### config.mk
export PLATFORM = sky130hd
export DESIGN_NAME = cdq_ram
export DESIGN_NICKNAME = d
export VERILOG_FILES = /design/src/design/cdq_ram.sv
export SDC_FILE = /design/constraint.sdc
export NUM_CORES = 1
export LEC_CHECK = 0
export BUFFER_PORTS_ARGS = -buffer_cell sky130_fd_sc_hd__buf_2
export CORE_UTILIZATION = 55
export DETAILED_ROUTE_END_ITERATION = 16
export PLACE_DENSITY = 0.74
export SYNTH_ARGS = -nofsm -noshare
export SYNTH_HDL_FRONTEND = slang
export SYNTH_SLANG_ARGS = --single-unit
### constraint.sdc
create_clock -name clk -period 4.54 [get_ports clk]
set_input_delay 0.908 -clock clk [delete_from_list [all_inputs] [get_ports clk]]
set_output_delay 0.908 -clock clk [all_outputs]
set_load 0.005 [all_outputs]
### src/design/cdq_ram.sv
`default_nettype none
// ---------------------------------------------------------------------------
// cdq_ram
// Generic single-write, single-read RAM with a registered read port.
// ---------------------------------------------------------------------------
module cdq_ram #(
    parameter int WIDTH = 32,
    parameter int DEPTH = 8
) (
    input  wire logic                                    clk,
    input  wire logic                                    we,
    input  wire logic [((DEPTH > 1) ? $clog2(DEPTH) : 1)-1:0] waddr,
    input  wire logic [WIDTH-1:0]                        wdata,
    input  wire logic                                    re,
    input  wire logic [((DEPTH > 1) ? $clog2(DEPTH) : 1)-1:0] raddr,
    output logic      [WIDTH-1:0]                        rdata
);

    logic [WIDTH-1:0] mem [DEPTH];
    logic [WIDTH-1:0] rdata_reg;

    always_ff @(posedge clk)
    begin
        if (we)
        begin
            mem[waddr] <= wdata;
        end
        if (re)
        begin
            rdata_reg <= mem[raddr];
        end
    end

    assign rdata = rdata_reg;

endmodule
`default_nettype wire

# Yosys cells after proc, flatten, opt, wreduce, memory -nomap -nowiden

Memories as Yosys holds them, arrays and structs flattened. A register that Yosys moved wholly into a read port is not among the register bits.
Index checks and enable logic that the tools add are counted.

Register bits: 0
RAM bits: 256
Memories kept: 1

Muxes and demuxes: 2

Memories:

| memory | words | width | rd ports | clocked after Yosys merged registers in | wr ports | line | RTL |
|---|---|---|---|---|---|---|---|
| mem    | 8     | 32    | 1        | 1                                       | 1        | 19   | `logic [WIDTH-1:0] mem [DEPTH];` |

Operators with widths:

| operator | number |
|---|---|
| $mux 1   | 2 |

# Depth between registers and ports, before layout

Depth in word-level cells: 2
Depth in mapped cells: 4
Depth with buffers taken out: 2

# Worst setup path before layout

No wires, ideal clock.

Kind: input to register
From: input port waddr[2] (netlist name)
To: memory mem[0][0], enable pin
Data arrival time: 3.294 ns
Required time: 4.079 ns
Path slack: 0.785 ns
Cell stages on the path: 2
Buffers on the path: 0
Path through: nand2b_1 nor3_1

RTL lines:

| what        | line | RTL |
|---|---|---|
| from (decl) | 12   | `input wire logic [((DEPTH > 1) ? $clog2(DEPTH) : 1)-1:0] waddr,` |
| to (decl)   | 19   |  |

Straight into the memory's write port.

==> reports/summary.txt <==
P&R area growth vs syn -> 14.7%
Later-pin clock latency in the skew report -> 0.52 ns
Placed Area -> 11500 sq um
Initial antenna violation count -> 0
Vias in the first global route -> 4731
R2r setup slk -> 3.13 ns
Die H -> 142 microns
WL per Instance -> 23.6 microns
Yosys top cell area share -> 80.2%
Routed WL -> 18600 microns
Synthesized Nets -> 456
Bufs and invs on worst path -> 2
Fin Setup TNS -> 0 ns
Die Width -> 142 microns
R2R cell count -> 2
Yosys warns -> 0
Sequential-to-total area share from yosys stat -> 80.2%
Maximum clock path buffer count -> 3
Initial DRC count -> 238
Post-route ant nets -> 0
Max-cap violations -> 0
Final setup margin -> 2.19 ns
Worst Path Arrival -> 2.62 ns
Crit path time final -> 2.35 ns
Pwr dens -> 444 nW/um^2
IO Port Bufs -> 72
Worst-case hold slack -> 0.647 ns
Critical path fanouts, max -> 33
Synth area leader -> edfxtp_1
Setup bufs post-CTS -> 0
DRC -> 0
Max H-tree Level -> 1
CTS tree -> yes
Hold buffers post-CTS -> 0
Grt ovf -> 0
Root Driver -> clkbuf_16
Design Area, Final -> 12400 sq um
Max Slew Vio Count -> 0
Clock sink count -> 288
RD Place Congestion -> 0.693
Critical Path Max Stage Delay -> 0.57 ns
LEAKAGE -> 0.00414 uW
Ranking of synthesized cells by area -> edfxtp_1 80%, mux4_1 9.7%, mux4_2 5.0%, mux2_2 3.3%, buf_6 0.73%
Total power -> 5490 uW
All-Layer GR Usage -> 19.4%
RR Endpoint -> rdata[10]
Yosys cell types -> 12
Die area -> 20200 sq um
Dpl ws -> 1.61 ns
Cell family with most CP delay -> multiplexers
Fin nets -> 552
Total CTS buffers -> 28
Ant. Diodes -> 0
First-pass GRT wire length -> 28200 microns
Post-DP HPWL -> 10000 microns
DRT Pass-1 Iters -> 4
Stages on worst setup path -> 4
DR vias/cell -> 5.77
Via count -> 4552
Core ar. -> 19000 sq um
Setup crit end kind -> register
RR Startpoint -> mem[1][10]
Hold Path Class -> in -> reg
Worst slew pin tran -> 0.996 ns
Ordered list of cells on the worst path -> buf_4 > buf_12 > mux4_1 > mux2_2
F_max -> 0.425 GHz
Worst Hold Path Cells -> 1
I/O Pins -> 73
Peak supply drop -> 0.000299 V
Max FFs per register -> 256
# setup viols final -> 0
Fin. Hold Viols -> 0
WP data required -> 4.81 ns
Final Cycle Share -> 51.9%
FF+latch count, synth -> 288
Status -> finished clean
Relative slew slack -> 33.6%
Min-delay src -> wdata[27]
Post-synthesis cell area -> 10800 sq um
Post-synthesis cell count -> 415
Crit path kind -> in -> reg
Clk slew on worst S/H paths -> 0.06 ns
RSZ-0062 raised after global routing -> false
Largest net degree at the start of global routing -> 40
Worst Clk Skew -> 0.00877 ns
Post-cts sizing count -> 0
Syn_area_per_cell -> 26.0 sq um
Hold EP -> mem[1][27]
Worst path slowest cell -> mux4_1
Core Rows -> 50
Starting Density -> 56.9%
Critical path launch point type -> primary input
Share of layout cells above drive strength 1 -> 35.0%
==> power breakdown <==
group / total [uW] / internal (uW) / switching, uW
sequential: 3060 / 3040 / 24.4
combinational: 265 / 127 / 138
clock: 2160 / 1270 / 893
==> layout by cell type (no fill, tap or decap) <==
cell        count
mux4_2         24
nand2b_1        3
mux4_1         40
clkinv_4        1
edfxtp_1      288
clkinv_1        7
clkbuf_1        4
nor3_2          2
mux2_2         32
clkinvlp_4      1
clkinv_2        4
clkbuf_16      29
buf_4          12
buf_2          71
buf_12          1
nand2_1         2
nor2_4          6
bufinv_16       2
==> layout make-up <==
type	count	area, sq um
tap	260	325
timing repair buffer	84	465
clock inverter	15	123
clock buffer	33	741
sequential	288	8650
fill	1220	6590
multi-input combinational	109	2070
==> logic make-up after synthesis <==
family                 share of synthesized area [%]
buffers and inverters                           1.18
DFF                                             80.2
muxes                                           18.1
and+or+nand+nor                                0.545
==> worst max path at each step <==
stage	startpoint	to
3_5_place_dp	raddr[2]	rdata[21]
6_report	raddr[0]	rdata[14]
5_1_grt	raddr[0]	rdata[24]
4_1_cts	raddr[2]	rdata[21]
2_1_floorplan	waddr[2]	mem[0][0]
3_3_place_gp	raddr[2]	rdata[29]
==> cell usage after synthesis <==
library cell	count
nand2_1	2
mux2_2	32
nor2_1	6
mux4_2	24
buf_1	4
clkbuf_1	1
nand2b_1	3
mux4_1	40
edfxtp_1	288
buf_6	7
nor3_1	2
buf_2	6
==> per-stage QoR <==
step	utilization, %	std cells
2_1_floorplan	-	415
3_3_place_gp	60.7	741
3_5_place_dp	60.7	741
4_1_cts	65.2	789
5_1_grt	65.2	789
6_report	65.2	789
==> routing by layer <==
layer	track usage [%]	share of wire [%]	vias up
li1	-	-	2006
met1	25.7	42	2412
met2	33.9	52	108
met3	3.13	4.4	26
met4	4.75	1.8	0
met5	0	0	-
Power figures use the tool's default switching activity.
